File: src/design/tpa_pkg.sv
`timescale 1ns / 1ps
// Package for the two-class priority admission block.
// Holds payload structs, event codes and controller/datapath interface structs.
package tpa_pkg;

    localparam int QUEUE_DEPTH_DEF = 16;
    localparam int ID_W            = 8;
    localparam int OCC_W           = 8;
    localparam logic [OCC_W-1:0] CAPACITY_RESET = 8'd5;

    // Request type codes
    localparam logic REQ_ARRIVE = 1'b0;
    localparam logic REQ_LEAVE  = 1'b1;

    typedef enum logic [1:0] {
        EV_ADMIT       = 2'd0,
        EV_FULL        = 2'd1,
        EV_EMPTY_LEAVE = 2'd2
    } ev_kind_t;

    typedef struct packed {
        logic            req_type;
        logic            is_vip;
        logic [ID_W-1:0] client_id;
    } req_t;

    typedef struct packed {
        ev_kind_t         event_kind;
        logic [ID_W-1:0]  out_client_id;
        logic             out_vip;
        logic [OCC_W-1:0] occupancy_now;
    } evt_t;

    // Commands from controller to datapath
    typedef struct packed {
        logic capture;   // latch incoming request
        logic apply;     // push arrival or retire a leave
        logic early;     // stage a rejection or empty-leave event
        logic pop;       // admit a queue head, issue the memory read
        logic pop_vip;   // class popped
        logic take_id;   // stage the admit event from read data
        logic load;      // move staged event into output register
    } tpa_cmd_t;

    // Status from datapath to controller
    typedef struct packed {
        logic is_leave;
        logic is_vip;
        logic occ_zero;
        logic vip_full;
        logic norm_full;
        logic below_cap;
        logic vip_any;
        logic norm_any;
        logic out_free;
    } tpa_stat_t;

endpackage

File: src/design/two_class_priority_admission.sv
`timescale 1ns / 1ps
// Two-class priority admission controller: arrivals queue by class, leaves free
// a slot, and at most one client is admitted per request, VIP heads first, while
// occupancy is below the capacity register. One request is handled at a time:
// an arrival or leave that admits nobody passes the capture, execute and admit
// states, a queue-full or empty-leave event the capture, execute and load states,
// and an admission also a read state for the registered read of the queue memory
// before load. The finished event waits in an output register, so the next
// request is accepted while it is stalled. Queue memories need no clearing pass.
// Depends on tpa_pkg, tpa_ctrl, tpa_dpath and tpa_ram.
module two_class_priority_admission
    import tpa_pkg::*;
#(
    parameter int QUEUE_DEPTH = QUEUE_DEPTH_DEF
) (
    input  logic             clk,
    input  logic             rst_n,
    input  logic             req_valid,
    output logic             req_stall,
    input  req_t             req,
    output logic             evt_valid,
    input  logic             evt_stall,
    output evt_t             evt,
    input  logic             cfg_valid,
    output logic             cfg_ready,
    input  logic [OCC_W-1:0] cfg_data
);

    tpa_cmd_t  cmd;
    tpa_stat_t stat;

    // Capacity writes are always taken
    assign cfg_ready = 1'b1;

    tpa_ctrl u_ctrl (
        .clk       (clk),
        .rst_n     (rst_n),
        .req_valid (req_valid),
        .req_stall (req_stall),
        .stat      (stat),
        .cmd       (cmd)
    );

    tpa_dpath #(.QUEUE_DEPTH(QUEUE_DEPTH)) u_dpath (
        .clk       (clk),
        .rst_n     (rst_n),
        .req       (req),
        .cfg_valid (cfg_valid),
        .cfg_data  (cfg_data),
        .evt_stall (evt_stall),
        .evt_valid (evt_valid),
        .evt       (evt),
        .cmd       (cmd),
        .stat      (stat)
    );

endmodule

File: src/design/tpa_ram.sv
`timescale 1ns / 1ps
// Generic single-write, single-read RAM with registered read data.
// Standalone; no package dependency.
module tpa_ram #(
    parameter int WIDTH = 8,
    parameter int DEPTH = 16
) (
    input  logic                     clk,
    input  logic                     we,
    input  logic [$clog2(DEPTH)-1:0] waddr,
    input  logic [WIDTH-1:0]         wdata,
    input  logic                     re,
    input  logic [$clog2(DEPTH)-1:0] raddr,
    output logic [WIDTH-1:0]         rdata
);

    logic [WIDTH-1:0] mem [DEPTH];
    logic [WIDTH-1:0] rdata_reg;

    // Write port
    always_ff @(posedge clk)
    begin
        if (we)
        begin
            mem[waddr] <= wdata;
        end
    end

    // Registered read port
    always_ff @(posedge clk)
    begin
        if (re)
        begin
            rdata_reg <= mem[raddr];
        end
    end

    assign rdata = rdata_reg;

endmodule

File: src/design/tpa_ctrl.sv
`timescale 1ns / 1ps
// Controller state machine for the admission block.
// Depends on tpa_pkg for the command and status structs.
module tpa_ctrl
    import tpa_pkg::*;
(
    input  logic      clk,
    input  logic      rst_n,
    input  logic      req_valid,
    output logic      req_stall,
    input  tpa_stat_t stat,
    output tpa_cmd_t  cmd
);

    typedef enum logic [2:0] {
        S_IDLE,
        S_EXEC,
        S_ADMIT,
        S_READ,
        S_LOAD
    } st_t;

    st_t state_reg, state_next;
    logic reject;

    // Arrival into a full queue or leave from an empty room ends the step early
    assign reject = stat.is_leave ? stat.occ_zero
                                  : (stat.is_vip ? stat.vip_full : stat.norm_full);

    assign req_stall = (state_reg != S_IDLE);

    // Decode next state and commands
    always_comb
    begin
        state_next = state_reg;
        cmd        = '0;
        unique case (state_reg)
            S_IDLE:
            begin
                if (req_valid)
                begin
                    cmd.capture = 1'b1;
                    state_next  = S_EXEC;
                end
            end
            S_EXEC:
            begin
                if (reject)
                begin
                    cmd.early  = 1'b1;
                    state_next = S_LOAD;
                end
                else
                begin
                    cmd.apply  = 1'b1;
                    state_next = S_ADMIT;
                end
            end
            S_ADMIT:
            begin
                if (stat.below_cap && (stat.vip_any || stat.norm_any))
                begin
                    cmd.pop     = 1'b1;
                    cmd.pop_vip = stat.vip_any;
                    state_next  = S_READ;
                end
                else
                begin
                    state_next = S_IDLE;
                end
            end
            S_READ:
            begin
                cmd.take_id = 1'b1;
                state_next  = S_LOAD;
            end
            S_LOAD:
            begin
                if (stat.out_free)
                begin
                    cmd.load   = 1'b1;
                    state_next = S_IDLE;
                end
            end
            default:
            begin
                state_next = S_IDLE;
            end
        endcase
    end

    // Hold state
    always_ff @(posedge clk or negedge rst_n)
    begin
        if (!rst_n)
        begin
            state_reg <= S_IDLE;
        end
        else
        begin
            state_reg <= state_next;
        end
    end

    a_read_after_admit: assert property (@(posedge clk) disable iff (!rst_n)
        (state_reg == S_READ) |-> ($past(state_reg) == S_ADMIT))
        else $error("read stage entered without an admission");

    a_no_pop_over_cap: assert property (@(posedge clk) disable iff (!rst_n)
        cmd.pop |-> stat.below_cap)
        else $error("admission issued at or above capacity");

    a_capture_only_idle: assert property (@(posedge clk) disable iff (!rst_n)
        (state_reg == S_EXEC) |-> ($past(state_reg) == S_IDLE && $past(req_valid)))
        else $error("execute stage without a captured request");

endmodule

File: src/design/tpa_dpath.sv
`timescale 1ns / 1ps
// Datapath for the admission block: class queues, counters, occupancy, capacity
// and the output register. Depends on tpa_pkg and tpa_ram.
module tpa_dpath
    import tpa_pkg::*;
#(
    parameter int QUEUE_DEPTH = QUEUE_DEPTH_DEF
) (
    input  logic             clk,
    input  logic             rst_n,
    input  req_t             req,
    input  logic             cfg_valid,
    input  logic [OCC_W-1:0] cfg_data,
    input  logic             evt_stall,
    output logic             evt_valid,
    output evt_t             evt,
    input  tpa_cmd_t         cmd,
    output tpa_stat_t        stat
);

    localparam int PTR_W = (QUEUE_DEPTH > 1) ? $clog2(QUEUE_DEPTH) : 1;
    localparam int CNT_W = $clog2(QUEUE_DEPTH + 1);
    localparam int SUM_W = PTR_W + 1;
    localparam logic [SUM_W-1:0] DEPTH_S = SUM_W'(QUEUE_DEPTH);
    localparam logic [CNT_W-1:0] DEPTH_C = CNT_W'(QUEUE_DEPTH);
    localparam logic [PTR_W-1:0] LAST_P  = PTR_W'(QUEUE_DEPTH - 1);

    req_t             item_reg;
    logic [PTR_W-1:0] vip_head_reg,   vip_head_next;
    logic [CNT_W-1:0] vip_count_reg,  vip_count_next;
    logic [PTR_W-1:0] norm_head_reg,  norm_head_next;
    logic [CNT_W-1:0] norm_count_reg, norm_count_next;
    logic [OCC_W-1:0] occ_reg,        occ_next;
    logic [OCC_W-1:0] cap_reg;
    ev_kind_t         res_kind_reg;
    logic [ID_W-1:0]  res_id_reg;
    logic             res_vip_reg;
    logic             pop_vip_reg;
    logic             evt_valid_reg;
    evt_t             evt_reg;

    logic [SUM_W-1:0] vip_sum, norm_sum;
    logic [PTR_W-1:0] vip_waddr, norm_waddr;
    logic             vip_we, norm_we, vip_re, norm_re;
    logic [ID_W-1:0]  vip_rdata, norm_rdata;
    logic             push_vip, push_norm, pop_v, pop_n;

    // Write position is head plus count, wrapped once
    assign vip_sum    = SUM_W'(vip_head_reg) + SUM_W'(vip_count_reg);
    assign norm_sum   = SUM_W'(norm_head_reg) + SUM_W'(norm_count_reg);
    assign vip_waddr  = PTR_W'((vip_sum >= DEPTH_S) ? (vip_sum - DEPTH_S) : vip_sum);
    assign norm_waddr = PTR_W'((norm_sum >= DEPTH_S) ? (norm_sum - DEPTH_S) : norm_sum);

    assign push_vip  = cmd.apply && (item_reg.req_type == REQ_ARRIVE) && item_reg.is_vip;
    assign push_norm = cmd.apply && (item_reg.req_type == REQ_ARRIVE) && !item_reg.is_vip;
    assign pop_v     = cmd.pop && cmd.pop_vip;
    assign pop_n     = cmd.pop && !cmd.pop_vip;

    assign vip_we  = push_vip;
    assign norm_we = push_norm;
    assign vip_re  = pop_v;
    assign norm_re = pop_n;

    tpa_ram #(.WIDTH(ID_W), .DEPTH(QUEUE_DEPTH)) u_vip_ram (
        .clk   (clk),
        .we    (vip_we),
        .waddr (vip_waddr),
        .wdata (item_reg.client_id),
        .re    (vip_re),
        .raddr (vip_head_reg),
        .rdata (vip_rdata)
    );

    tpa_ram #(.WIDTH(ID_W), .DEPTH(QUEUE_DEPTH)) u_norm_ram (
        .clk   (clk),
        .we    (norm_we),
        .waddr (norm_waddr),
        .wdata (item_reg.client_id),
        .re    (norm_re),
        .raddr (norm_head_reg),
        .rdata (norm_rdata)
    );

    // Status toward the controller
    always_comb
    begin
        stat.is_leave  = (item_reg.req_type == REQ_LEAVE);
        stat.is_vip    = item_reg.is_vip;
        stat.occ_zero  = (occ_reg == '0);
        stat.vip_full  = (vip_count_reg >= DEPTH_C);
        stat.norm_full = (norm_count_reg >= DEPTH_C);
        stat.below_cap = (occ_reg < cap_reg);
        stat.vip_any   = (vip_count_reg != '0);
        stat.norm_any  = (norm_count_reg != '0);
        stat.out_free  = !evt_valid_reg || !evt_stall;
    end

    // Advance counters, heads and occupancy
    always_comb
    begin
        vip_head_next   = vip_head_reg;
        vip_count_next  = vip_count_reg;
        norm_head_next  = norm_head_reg;
        norm_count_next = norm_count_reg;
        occ_next        = occ_reg;
        if (cmd.apply && (item_reg.req_type == REQ_LEAVE))
        begin
            occ_next = occ_reg - 1'b1;
        end
        if (push_vip)
        begin
            vip_count_next = vip_count_reg + 1'b1;
        end
        if (push_norm)
        begin
            norm_count_next = norm_count_reg + 1'b1;
        end
        if (pop_v)
        begin
            vip_head_next  = (vip_head_reg == LAST_P) ? '0 : vip_head_reg + 1'b1;
            vip_count_next = vip_count_reg - 1'b1;
            occ_next       = occ_reg + 1'b1;
        end
        if (pop_n)
        begin
            norm_head_next  = (norm_head_reg == LAST_P) ? '0 : norm_head_reg + 1'b1;
            norm_count_next = norm_count_reg - 1'b1;
            occ_next        = occ_reg + 1'b1;
        end
    end

    // Control registers
    always_ff @(posedge clk or negedge rst_n)
    begin
        if (!rst_n)
        begin
            vip_head_reg   <= '0;
            vip_count_reg  <= '0;
            norm_head_reg  <= '0;
            norm_count_reg <= '0;
            occ_reg        <= '0;
            cap_reg        <= CAPACITY_RESET;
            evt_valid_reg  <= 1'b0;
        end
        else
        begin
            vip_head_reg   <= vip_head_next;
            vip_count_reg  <= vip_count_next;
            norm_head_reg  <= norm_head_next;
            norm_count_reg <= norm_count_next;
            occ_reg        <= occ_next;
            if (cfg_valid)
            begin
                cap_reg <= cfg_data;
            end
            if (cmd.load)
            begin
                evt_valid_reg <= 1'b1;
            end
            else if (!evt_stall)
            begin
                evt_valid_reg <= 1'b0;
            end
        end
    end

    // Payload registers: captured request, staged event, output event
    always_ff @(posedge clk)
    begin
        if (cmd.capture)
        begin
            item_reg <= req;
        end
        if (cmd.pop)
        begin
            pop_vip_reg <= cmd.pop_vip;
        end
        if (cmd.early)
        begin
            if (item_reg.req_type == REQ_LEAVE)
            begin
                res_kind_reg <= EV_EMPTY_LEAVE;
                res_id_reg   <= '0;
                res_vip_reg  <= 1'b0;
            end
            else
            begin
                res_kind_reg <= EV_FULL;
                res_id_reg   <= item_reg.client_id;
                res_vip_reg  <= item_reg.is_vip;
            end
        end
        else if (cmd.take_id)
        begin
            res_kind_reg <= EV_ADMIT;
            res_id_reg   <= pop_vip_reg ? vip_rdata : norm_rdata;
            res_vip_reg  <= pop_vip_reg;
        end
        if (cmd.load)
        begin
            evt_reg.event_kind    <= res_kind_reg;
            evt_reg.out_client_id <= res_id_reg;
            evt_reg.out_vip       <= res_vip_reg;
            evt_reg.occupancy_now <= occ_reg;
        end
    end

    assign evt_valid = evt_valid_reg;
    assign evt       = evt_reg;

    a_count_bound: assert property (@(posedge clk) disable iff (!rst_n)
        (vip_count_reg <= DEPTH_C) && (norm_count_reg <= DEPTH_C))
        else $error("queue count beyond depth");

    a_pop_nonempty: assert property (@(posedge clk) disable iff (!rst_n)
        cmd.pop |-> (cmd.pop_vip ? (vip_count_reg != '0)
                                 : (norm_count_reg != '0 && vip_count_reg == '0)))
        else $error("pop from empty queue or normal served over waiting vip");

    a_load_free: assert property (@(posedge clk) disable iff (!rst_n)
        cmd.load |-> (!evt_valid_reg || !evt_stall))
        else $error("output event overwritten while stalled");

endmodule
File: config.mk
export PLATFORM = sky130hd
export DESIGN_NAME = two_class_priority_admission
export DESIGN_NICKNAME = d
export VERILOG_FILES = /design/src/design/tpa_pkg.sv /design/src/design/two_class_priority_admission.sv /design/src/design/tpa_ram.sv /design/src/design/tpa_ctrl.sv /design/src/design/tpa_dpath.sv
export SDC_FILE = /design/constraint.sdc
export NUM_CORES = 1
export LEC_CHECK = 0
export ABC_AREA = 1
export BUFFER_PORTS_ARGS = -buffer_cell sky130_fd_sc_hd__buf_4
export CAP_MARGIN = 20
export CORE_MARGIN = 3
export CORE_UTILIZATION = 50
export DETAILED_ROUTE_END_ITERATION = 12
export GPL_TIMING_DRIVEN = 0
export HOLD_SLACK_MARGIN = 0.03
export PLACE_DENSITY = 0.65
export SYNTH_ARGS = -nofsm -noshare
export SYNTH_HDL_FRONTEND = slang
export SYNTH_HIERARCHICAL = 1
export SYNTH_SLANG_ARGS = --single-unit
File: constraint.sdc
create_clock -name clk -period 3.3 [get_ports clk]
set_clock_uncertainty 0.05 [all_clocks]
set_input_delay 0.165 -clock clk [delete_from_list [all_inputs] [get_ports clk]]
set_output_delay 0.165 -clock clk [all_outputs]
set_load 0.05 [all_outputs]
==> results of run 1 <==
## layout make-up
class / count / area share, %
repair buffers: 80 / 4.38
multi-input cells: 840 / 21.9
well taps: 396 / 2.70
flip-flops and latches: 351 / 56.5
plain buffers: 57 / 2.14
clock buffers: 53 / 5.94
inverters: 267 / 5.53
clock inverters: 18 / 0.887
## power groups by stage
stage	clock, mW	combinational, mW	sequential, mW
floorplan	0	2.69	6.11
global placement	0	3.90	6.20
detailed placement	0	4.25	6.06
CTS	4.26	4.31	5.98
global route	4.47	4.86	6.05
finish	4.19	4.38	5.99
## critical path, cell delays in order (launching register included)
cell     delay (ps)
dfrtp_2         460
ha_1            330
a21oi_1         130
o31ai_1          80
a21oi_1         140
inv_1            70
nor2_2          100
nand3_2         160
inv_2           110
buf_6           150
inv_6            70
nor2_8          130
inv_2            70
fa_1            430
o21ai_2         190
or2_1           140
nand2_1          50
nand2_1          50
nand2_1          40
## per-layer routing
metal | wire (um) | up-vias
met3 | 2540 | 88
met1 | 16700 | 5085
li1 | - | 5194
met2 | 16000 | 394
met4 | 1310 | 0
met5 | 0 | -
## Yosys cell counts, types with 8 or more instances
library cell    n  share of area [%]
nand2_1       420                 10
edfxtp_1      313                 60
inv_1         258                6.2
nand3_1       225                7.2
nor2_1         67                1.6
dfrtp_1        36                5.7
buf_2          26               0.83
ha_1           24                1.9
a21oi_1        21               0.67
o21ai_0        20               0.64
buf_6          15                1.1
buf_4           9               0.43
o31ai_1         9               0.43
xor2_1          8               0.45
## repair_timing
item / 4_1_cts / 5_1_grt
endpoints found under the hold margin: 58 / 0
gates resized for setup: 2 / 16
cloned: 0 / 0
setup endpoints to repair: 3 / 4
buffers inserted: 2 / 3
pin swaps: 1 / 1
hold buffers: 22 / 0
## cell families (layout without fill, tap and decap cells)
logic type | count (synthesis) | count (layout) | synth area share [%]
compound gates | 60 | 60 | 2.22
xor+xnor | 15 | 15 | 0.835
fa+ha+maj | 28 | 28 | 2.42
buf+inv | 324 | 475 | 8.90
flops | 351 | 351 | 65.8
other cells | 1 | 1 | 0.0238
simple gates | 736 | 736 | 19.8
## path summary, 6_finish.rpt
path                                       start                   endpoint  slack (ps)  cells past startpoint
max                           u_dpath/occ_reg[5]  u_dpath/norm_count_reg[4]         250                     18
min                                        rst_n          u_dpath/evt_valid         130                      2
max reg2reg                   u_dpath/occ_reg[5]  u_dpath/norm_count_reg[4]         250                     18
min reg2reg                u_dpath/res_id_reg[7]            u_dpath/evt[16]         370                      0
max in group asynchronous                  rst_n         u_dpath/occ_reg[1]        2670                      2
min in group clk                          req[4]        u_dpath/item_reg[4]         320                      2
## stage by stage
step	hold WS (ps)	area [um^2]
floorplan	-181	15700
global placement	137	16600
detailed placement	150	16800
CTS	147	18300
global route	184	18300
finish	126	18300
## cells in the final DEF (no fill, tap or decap), drive strengths merged
cell         count
o21bai           1
o22a             1
buf            109
or2              4
o22ai            1
dlygate4sd3     22
ha              24
a21oi           22
edfxtp         313
xnor2            7
nand3b           4
nand4            4
conb             1
o311ai           1
and3             1
nor3             4
fa               4
o31ai            9
nor2            70
xor2             8
nor4             2
clkinvlp         3
inv            267
nand2          421
clkbuf          59
dfrtp           36
clkinv          13
a22oi            1
o221ai           1
o211ai           2
dfstp            2
bufinv           2
o21ai           21
nand3          226
==> reports/qor.yml, run 1 <==
clkTransAtPathRegs_ps: 60
seqPwrFrac_pct: 41.2
synthArstFlopShare_pct: 10.8
instances_no_fill: 2062
seq_area_frac_synth_pct: 65.8
switchingPower_mw: 5.09
fp.dieH_um: 183
max-vdd-ir-drop_mv: 0.803
status: "complete, no violations"
worstSetupPathType: "reg2reg"
first_pass_iters: 5
fin_ws_ps: 251
grt_pass1_vias: 10300
drive_gt1_share_pct: 11.8
cts_made_buffers: 39
yosysWarnings: 6
synthFlopType: "edfxtp_1"
ios: 45
syn_inst: 1515
dp_worst_setup_slack_ps: -192
fmax_ghz: 0.328
num_vias: 10800
wire_per_inst_um: 17.7
placementRows: 64
use_met2_pct: 34.0
avgSynthCellArea_um2: 10.4
die_area_um2: 33600
path_max_fanout: 10
cts_tree: "yes"
use_met1_pct: 32.3
p_total_mw: 14.6
grt_pass1_wl_um: 57200
dp_hpwl_um: 24600
finalSetupViolations: 0
wl_um: 36500
avgViaCountPerCell: 5.22
initial_core_util_pct: 51.1
fin_crit_sh_pct: 92.4
grt_usage_pct: 22.2
io_buffer_count: 43
busiest_layer: "met2"
register_area_um2: 10400
power_switching_share_pct: 34.9
pwr-share-clk_pct: 28.8
power_density_nw_per_um2: 794
drcViolationCount: 0
met3_usage_pct: 3.52
drt_iter0_drc: 1123
dpl.cell_count: 1964
cts_sinks: 351
antenna_found_initial: 0
hp-class: "in2async"
area_growth_pct: 16.5
grt_max_degree: 39
n_antenna_cell: 0
p_int_mw: 9.47
maxSlewViolCount: 0
cp-start-kind: "flop"
hold_viol: 0
worst_pin_slew_ps: 908
multiInputGateArea_um2: 4020
synthesis.nets: 1566
synth_seq_cells: 351
grt-ovfl-total: 0
htreeDepth: 2
pwr-share-comb_pct: 30.1
synth_area_um2: 15700
worstPathRequired_ps: 3670
antenna_left: 0
cts_max_path_buffers: 3
core-area_um2: 30800
arrival_ps: 3420
fin_crit_ps: 3050
end_kind: "flop"
n_fill_cell: 2521
slew_headroom_pct: 39.5
synth_edf_count: 313
synth_cell_type_count: 43
p_leak_nw: 7.89
layout.nets: 1687
clock_latency_ps: 530
cts_root_buf: "clkbuf_16"
final.setup.tns_ps: 0
fin_util_pct: 59.5
gp_congestion: 0.923
cap_violations: 0
die_w_um: 183
Power figures use the tool's default switching activity.
==> run 2, diff against run 1 <==
==> constraint.sdc (replaced) <==
create_clock -name clk -period 3.9 [get_ports clk]
set_clock_uncertainty 0.05 [all_clocks]
set_input_delay 0.195 -clock clk [delete_from_list [all_inputs] [get_ports clk]]
set_output_delay 0.195 -clock clk [all_outputs]
set_load 0.05 [all_outputs]
==> run 2 against run 1 <==
  * Cell count shrank 0.24%
  * Clock power shrank 16%
  * Utilization shrank 0.26 points
  * Fmax shrank 10%
  * First-iteration DRC count grew 2.6%
  * Critical path type unchanged
  * Power shrank 16%
  * Largest cell class unchanged
==> reports/qor.yml, run 2 (synthesized netlist as in run 1, its figures left out) <==
status: "complete, no violations"
htreeDepth: 2  # unchanged
layout.nets: 1682  # -0.30%
ios: 45  # unchanged
cts_setup_buffers: 0  # -2
hold_viol: 0  # unchanged
max-vdd-ir-drop_mv: 0.677  # -16%
end_kind: "flop"
layout_commonest_cell: "nand2_1"
wire_per_inst_um: 17.7  # -0.15%
wl_um: 36400  # -0.40%
hp-class: "in2async"
cts_tree: "yes"
fin_crit_sh_pct: 86.9  # -5.5 points
highest_layer: "met4"
antenna_left: 0  # unchanged
initial_core_util_pct: 51.1  # unchanged
clock_latency_ps: 530  # about the same
worstSetupPathType: "reg2reg"
path_max_fanout: 17  # +7
fmax_ghz: 0.295  # -10%
avgViaCountPerCell: 5.22  # about the same
antenna_found_initial: 0  # unchanged
cts_max_path_buffers: 3  # unchanged
power_density_nw_per_um2: 672  # -15%
arrival_ps: 3750  # +330 ps
dpl.cell_count: 1964  # unchanged
mostFrequentLayoutCells: "420 x nand2_1, 313 x edfxtp_1, 258 x inv_1, 225 x nand3_1, 66 x nor2_1"
die_w_um: 183  # unchanged
grt_max_degree: 39  # unchanged
gp_congestion: 0.923  # unchanged
instances_no_fill: 2057  # -0.24%
cts_made_buffers: 39  # unchanged
grt_pass1_wl_um: 57300  # about the same
cts_root_buf: "clkbuf_16"
core-area_um2: 30800  # unchanged
cp-start-kind: "flop"
finalSetupViolations: 0  # unchanged
clkTransAtPathRegs_ps: 60  # about the same
multiInputGateArea_um2: 4000  # -0.68%
area_growth_pct: 16.0
num_vias: 10700  # -0.31%
maxSlewViolCount: 0  # unchanged
reg2reg_setup_slack_ps: 510  # +260 ps
drt_iter0_drc: 1152  # +2.6%
worst_r2r_startpoint: "u_dpath/occ_reg[5]"
worst_pin_slew_ps: 899  # -8.26 ps
grt_usage_pct: 22.2  # about the same
io_buffer_count: 43  # unchanged
p_total_mw: 12.3  # -16%
fin_crit_ps: 3390  # +340 ps
cts_sinks: 351  # unchanged
n_fill_cell: 2526  # +0.20%
drcViolationCount: 0  # unchanged
placementRows: 64  # unchanged
drive_gt1_share_pct: 11.0  # -0.87 points
slew_headroom_pct: 40.0  # +0.55 points
worstPathRequired_ps: 4260  # +590 ps
fin_util_pct: 59.2  # -0.26 points
first_pass_iters: 8  # +3
register_area_um2: 10400  # about the same
die_area_um2: 33600  # unchanged
final.setup.tns_ps: 0  # unchanged
p_leak_nw: 7.87  # -0.26%
n_antenna_cell: 0  # unchanged
wl_met3_um: 2700  # +6.0%
grt_pass1_vias: 10300  # -0.068%
cap_violations: 0  # unchanged
dp_hpwl_um: 24600  # unchanged
routed-wl-met2_um: 16000  # about the same
fp.dieH_um: 183  # unchanged
grt-ovfl-total: 0  # unchanged
crit_path_start: "u_dpath/occ_reg[5]"
rsz0062_at_grt: "false"
drt-met1-wl_um: 16500  # -1.3%
[run 2: changes by cell type in the layout (fill, tap and decap cells not counted)]
cell / previous run / this run
buf_4: 59 / 54
dfrtp_1: 31 / 36
dfrtp_2: 5 / 0
ha_1: 23 / 24
ha_4: 1 / 0
inv_1: 257 / 258
inv_8: 1 / 0
nor2_1: 65 / 66
nor2_4: 1 / 0
o21ai_0: 18 / 20
o21ai_2: 2 / 0
[run 2: worst max-delay path, stage by stage, from the launching register on]
cell and delay [ps]:
dfrtp_1 470, ha_1 350, a21oi_1 130, o31ai_1 80, a21oi_1 130, inv_1 50, nor2_1 130, nand3_2 160
nor2_2 280, nand2_2 160, inv_2 290, ha_1 330, a21oi_1 130, o21ai_0 150, nand3_1 130, o21ai_0 110
nand2_1 90, nand2_1 40
[run 2: stage by stage]
stage / instance area [um^2] / hold slack (ps) / setup slack, ps
CTS: 18300 / 177 / 373
global route: 18300 / 214 / 163
global placement: 16600 / 167 / 81.7
finish: 18300 / 155 / 511
detailed placement: 16800 / 180 / 408
floorplan: 15700 / -151 / 745
[run 2: final cells by class]
type	count	share of cell area, %
Clock buffer	53	5.97
Multi-Input combinational cell	840	21.9
Inverter	267	5.52
Buffer	57	2.15
Clock inverter	18	0.891
Tap cell	396	2.71
Sequential cell	351	56.7
Timing Repair Buffer	75	4.19
[run 2: layer usage]
layer	GRT usage, %	up-vias
met5	0	-
met4	8.32	0
met3	3.52	80
met2	33.9	388
met1	32.4	5077
li1	-	5183
[run 2: timing repair]
action / 4_1_cts / 5_1_grt
hold endpoints to repair: 58 / 0
hold buffers: 22 / 0
gates resized for setup: 0 / 1
endpoints found under the setup margin: 0 / 1
[run 2: path summary, 6_finish.rpt]
| kind | to | cells after the start |
|---|---|---|
| setup / recovery | u_dpath/vip_count_reg[4] | 17 |
| hold / removal | u_dpath/evt_valid | 2 |
| setup reg to reg | u_dpath/vip_count_reg[4] | 17 |
| hold reg to reg | u_dpath/evt[16] | 0 |
| max in group asynchronous | u_dpath/cap_reg[0] | 2 |
| min in group clk | u_dpath/item_reg[4] | 2 |
[run 2: power by group]
| group | internal, mW | switching [mW] | total [mW] | leakage (nW) |
|---|---|---|---|---|
| sequential | 4.68 | 0.384 | 5.06 | 3.29 |
| clock | 2.10 | 1.44 | 3.54 | 0.609 |
| combinational | 1.21 | 2.46 | 3.67 | 3.97 |
==> run 3, diff against run 2 <==
--- a/config.mk
+++ b/config.mk
@@ -14,6 +14,8 @@
 export GPL_TIMING_DRIVEN = 0
 export HOLD_SLACK_MARGIN = 0.03
 export PLACE_DENSITY = 0.65
+export REMOVE_ABC_BUFFERS = 1
+export SKIP_LAST_GASP = 1
 export SYNTH_ARGS = -nofsm -noshare
 export SYNTH_HDL_FRONTEND = slang
 export SYNTH_HIERARCHICAL = 1
==> constraint.sdc (replaced) <==
create_clock -name clk -period 3.9 [get_ports clk]
set_clock_uncertainty 0.05 [all_clocks]
set_input_delay 0.585 -clock clk [delete_from_list [all_inputs] [get_ports clk]]
set_output_delay 0.585 -clock clk [all_outputs]
set_load 0.05 [all_outputs]
==> run 3 against run 2 <==
  * Global-route usage down 1.7 points
  * Worst setup slack worse by 67 ps
  * Count of clock-buffer cells in the layout down 1
  * Fmax down 1.9%
  * Wire length down 5.6%
  * Non-clock buffer count down 72
  * Register-to-register slack worse by 70 ps
  * Power down 1.2%
  * Cell count down 3.6%
  * Critical endpoint unchanged
  * Highest routed layer unchanged
  * Utilization down 1.4 points
==> reports/qor.yml, run 3 (synthesized netlist as in run 1, its figures left out) <==
status: "complete, no violations"
fin_crit_ps: 3460  # +66.6 ps
drcViolationCount: 0  # unchanged
arrival_ps: 3810  # +60 ps
switchingPower_mw: 4.12  # -3.9%
met3_usage_pct: 3.40  # -0.12 points
worst_pin_slew_ps: 972  # +72.9 ps
grt_max_degree: 65  # +67%
pwr-share-comb_pct: 27.0  # -2.9 points
layout_commonest_cell: "nand2_1"
fin_crit_sh_pct: 88.6  # +1.7 points
first_pass_iters: 6  # -2
power_switching_share_pct: 34.0  # -0.93 points
cts_sinks: 351  # unchanged
num_vias: 10400  # -3.3%
p_int_mw: 8.00  # +0.18%
cts_max_path_buffers: 3  # unchanged
wl_um: 34300  # -5.6%
placementRows: 64  # unchanged
p_leak_nw: 7.61  # -3.3%
n_antenna_cell: 0  # unchanged
hp-class: "in2reg"
worstPathRequired_ps: 4260  # about the same
die_w_um: 183  # unchanged
initial_core_util_pct: 51.1  # unchanged
drt_iter0_drc: 881  # -24%
antenna_left: 0  # unchanged
layout.nets: 1609  # -4.3%
instances_no_fill: 1983  # -3.6%
cts_tree: "yes"
grt_pass1_vias: 9869  # -4.2%
max-vdd-ir-drop_mv: 0.306  # -55%
use_met2_pct: 33.0  # -0.91 points
fp.dieH_um: 183  # unchanged
worst_hold_slack_ps: 190  # +34.5 ps
finalSetupViolations: 0  # unchanged
io_buffer_count: 43  # unchanged
seqPwrFrac_pct: 42.8  # +1.6 points
cp-start-kind: "flop"
die_area_um2: 33600  # unchanged
cts_made_buffers: 38  # -2.6%
cap_violations: 0  # unchanged
core-area_um2: 30800  # unchanged
grt-ovfl-total: 0  # unchanged
busiest_layer: "met2"
maxSlewViolCount: 0  # unchanged
drive_gt1_share_pct: 8.70  # -2.3 points
mostFrequentLayoutCells: "420 x nand2_1, 313 x edfxtp_1, 258 x inv_1, 225 x nand3_1, 65 x nor2_1"
gp_congestion: 0.841  # -8.9%
grt_usage_pct: 20.5  # -1.7 points
dpl.cell_count: 1911  # -2.7%
power_density_nw_per_um2: 680  # +1.2%
fmax_ghz: 0.289  # -1.9%
cts_root_buf: "clkbuf_16"
antenna_found_initial: 0  # unchanged
end_kind: "flop"
path_max_fanout: 17  # unchanged
pwr-share-clk_pct: 30.2  # +1.3 points
worstSetupPathType: "reg2reg"
slew_headroom_pct: 35.2  # -4.9 points
cts_setup_buffers: 0  # unchanged
clkTransAtPathRegs_ps: 60  # about the same
grt_pass1_wl_um: 53800  # -6.1%
hold_viol: 0  # unchanged
area_growth_pct: 13.2
rsz0062_at_grt: "false"
avgViaCountPerCell: 5.23  # +0.33%
ios: 45  # unchanged
use_met1_pct: 29.3  # -3.1 points
htreeDepth: 2  # unchanged
clock_latency_ps: 520  # about the same
wire_per_inst_um: 17.3  # -2.1%
dp_hpwl_um: 21800  # -12%
[run 3: cell count changes in the layout (fill, tap and decap cells not counted), sizes merged]
| cell | change |
|---|---|
| clkinv | -2 |
| dlygate4sd3 | -21 |
| bufinv | +2 |
| clkinvlp | -1 |
| clkbuf | -7 |
| buf | -45 |
[run 3: worst max-delay path, stage by stage, from the launching register on]
cell     delay, ps
dfrtp_1        470
ha_1           350
a21oi_1        150
nand2_1         70
a21oi_1        190
inv_1           70
nor2_1         110
nand3_2        140
inv_1          340
nand2_2        190
inv_2          300
ha_1           340
a21oi_1        130
o21ai_0        140
nand3_1        120
o21ai_0         90
nand2_1         70
nand2_1         40
[run 3: metal layers]
layer	routed length [um]	share of wire [%]
met1	15300	44
met2	16100	47
met3	2210	6.5
met4	759	2.2
met5	0	0
[run 3: power by group through the flow]
stage | clock, mW | combinational, mW | sequential [mW]
after floorplan | 0 | 1.90 | 5.31
after global placement | 0 | 2.76 | 5.49
final | 3.66 | 3.27 | 5.18
after CTS | 3.72 | 3.23 | 5.19
after global routing | 3.89 | 3.64 | 5.24
after detailed placement | 0 | 3.21 | 5.26
[run 3: per-stage QoR]
| stage | TNS, ps | instance area, um^2 | power, mW | utilization [%] | worst slack, ps |
|---|---|---|---|---|---|
| finish | 0 | 17800 | 12.1 | 57.8 | 444 |
| floorplan | 0 | 15300 | 7.22 | - | 599 |
| global placement | -119760 | 16200 | 8.25 | 52.4 | -546 |
| detailed placement | 0 | 16500 | 8.46 | 53.4 | 321 |
| global route | 0 | 17800 | 12.8 | 57.8 | 89.1 |
| CTS | 0 | 17800 | 12.1 | 57.6 | 293 |
[run 3: repair_timing]
action                                 CTS  global route
resized for setup                        0             1
setup endpoints to repair                0             1
hold buffers                             1             0
endpoints found under the hold margin   24             0
[run 3: final cells by class]
type	count	area [um^2]
tap	396	495
inverter	267	1010
sequential	351	10400
fill	2480	13000
clock buffer	52	1110
multi-input combinational	840	4000
timing repair buffer	60	666
clock inverter	17	186
[run 3: final timing paths]
path / from / to / slack (ps) / depth (start not counted)
max: u_dpath/occ_reg[3] / u_dpath/vip_count_reg[4] / 440 / 17
min: req[0] / u_dpath/item_reg[0] / 190 / 1
max reg2reg: u_dpath/occ_reg[3] / u_dpath/vip_count_reg[4] / 440 / 17
min reg2reg: u_dpath/res_vip_reg / u_dpath/evt[8] / 370 / 0
max in group asynchronous: rst_n / u_dpath/norm_head_reg[0] / 2840 / 2
min in group asynchronous: rst_n / u_dpath/evt_valid / 530 / 2
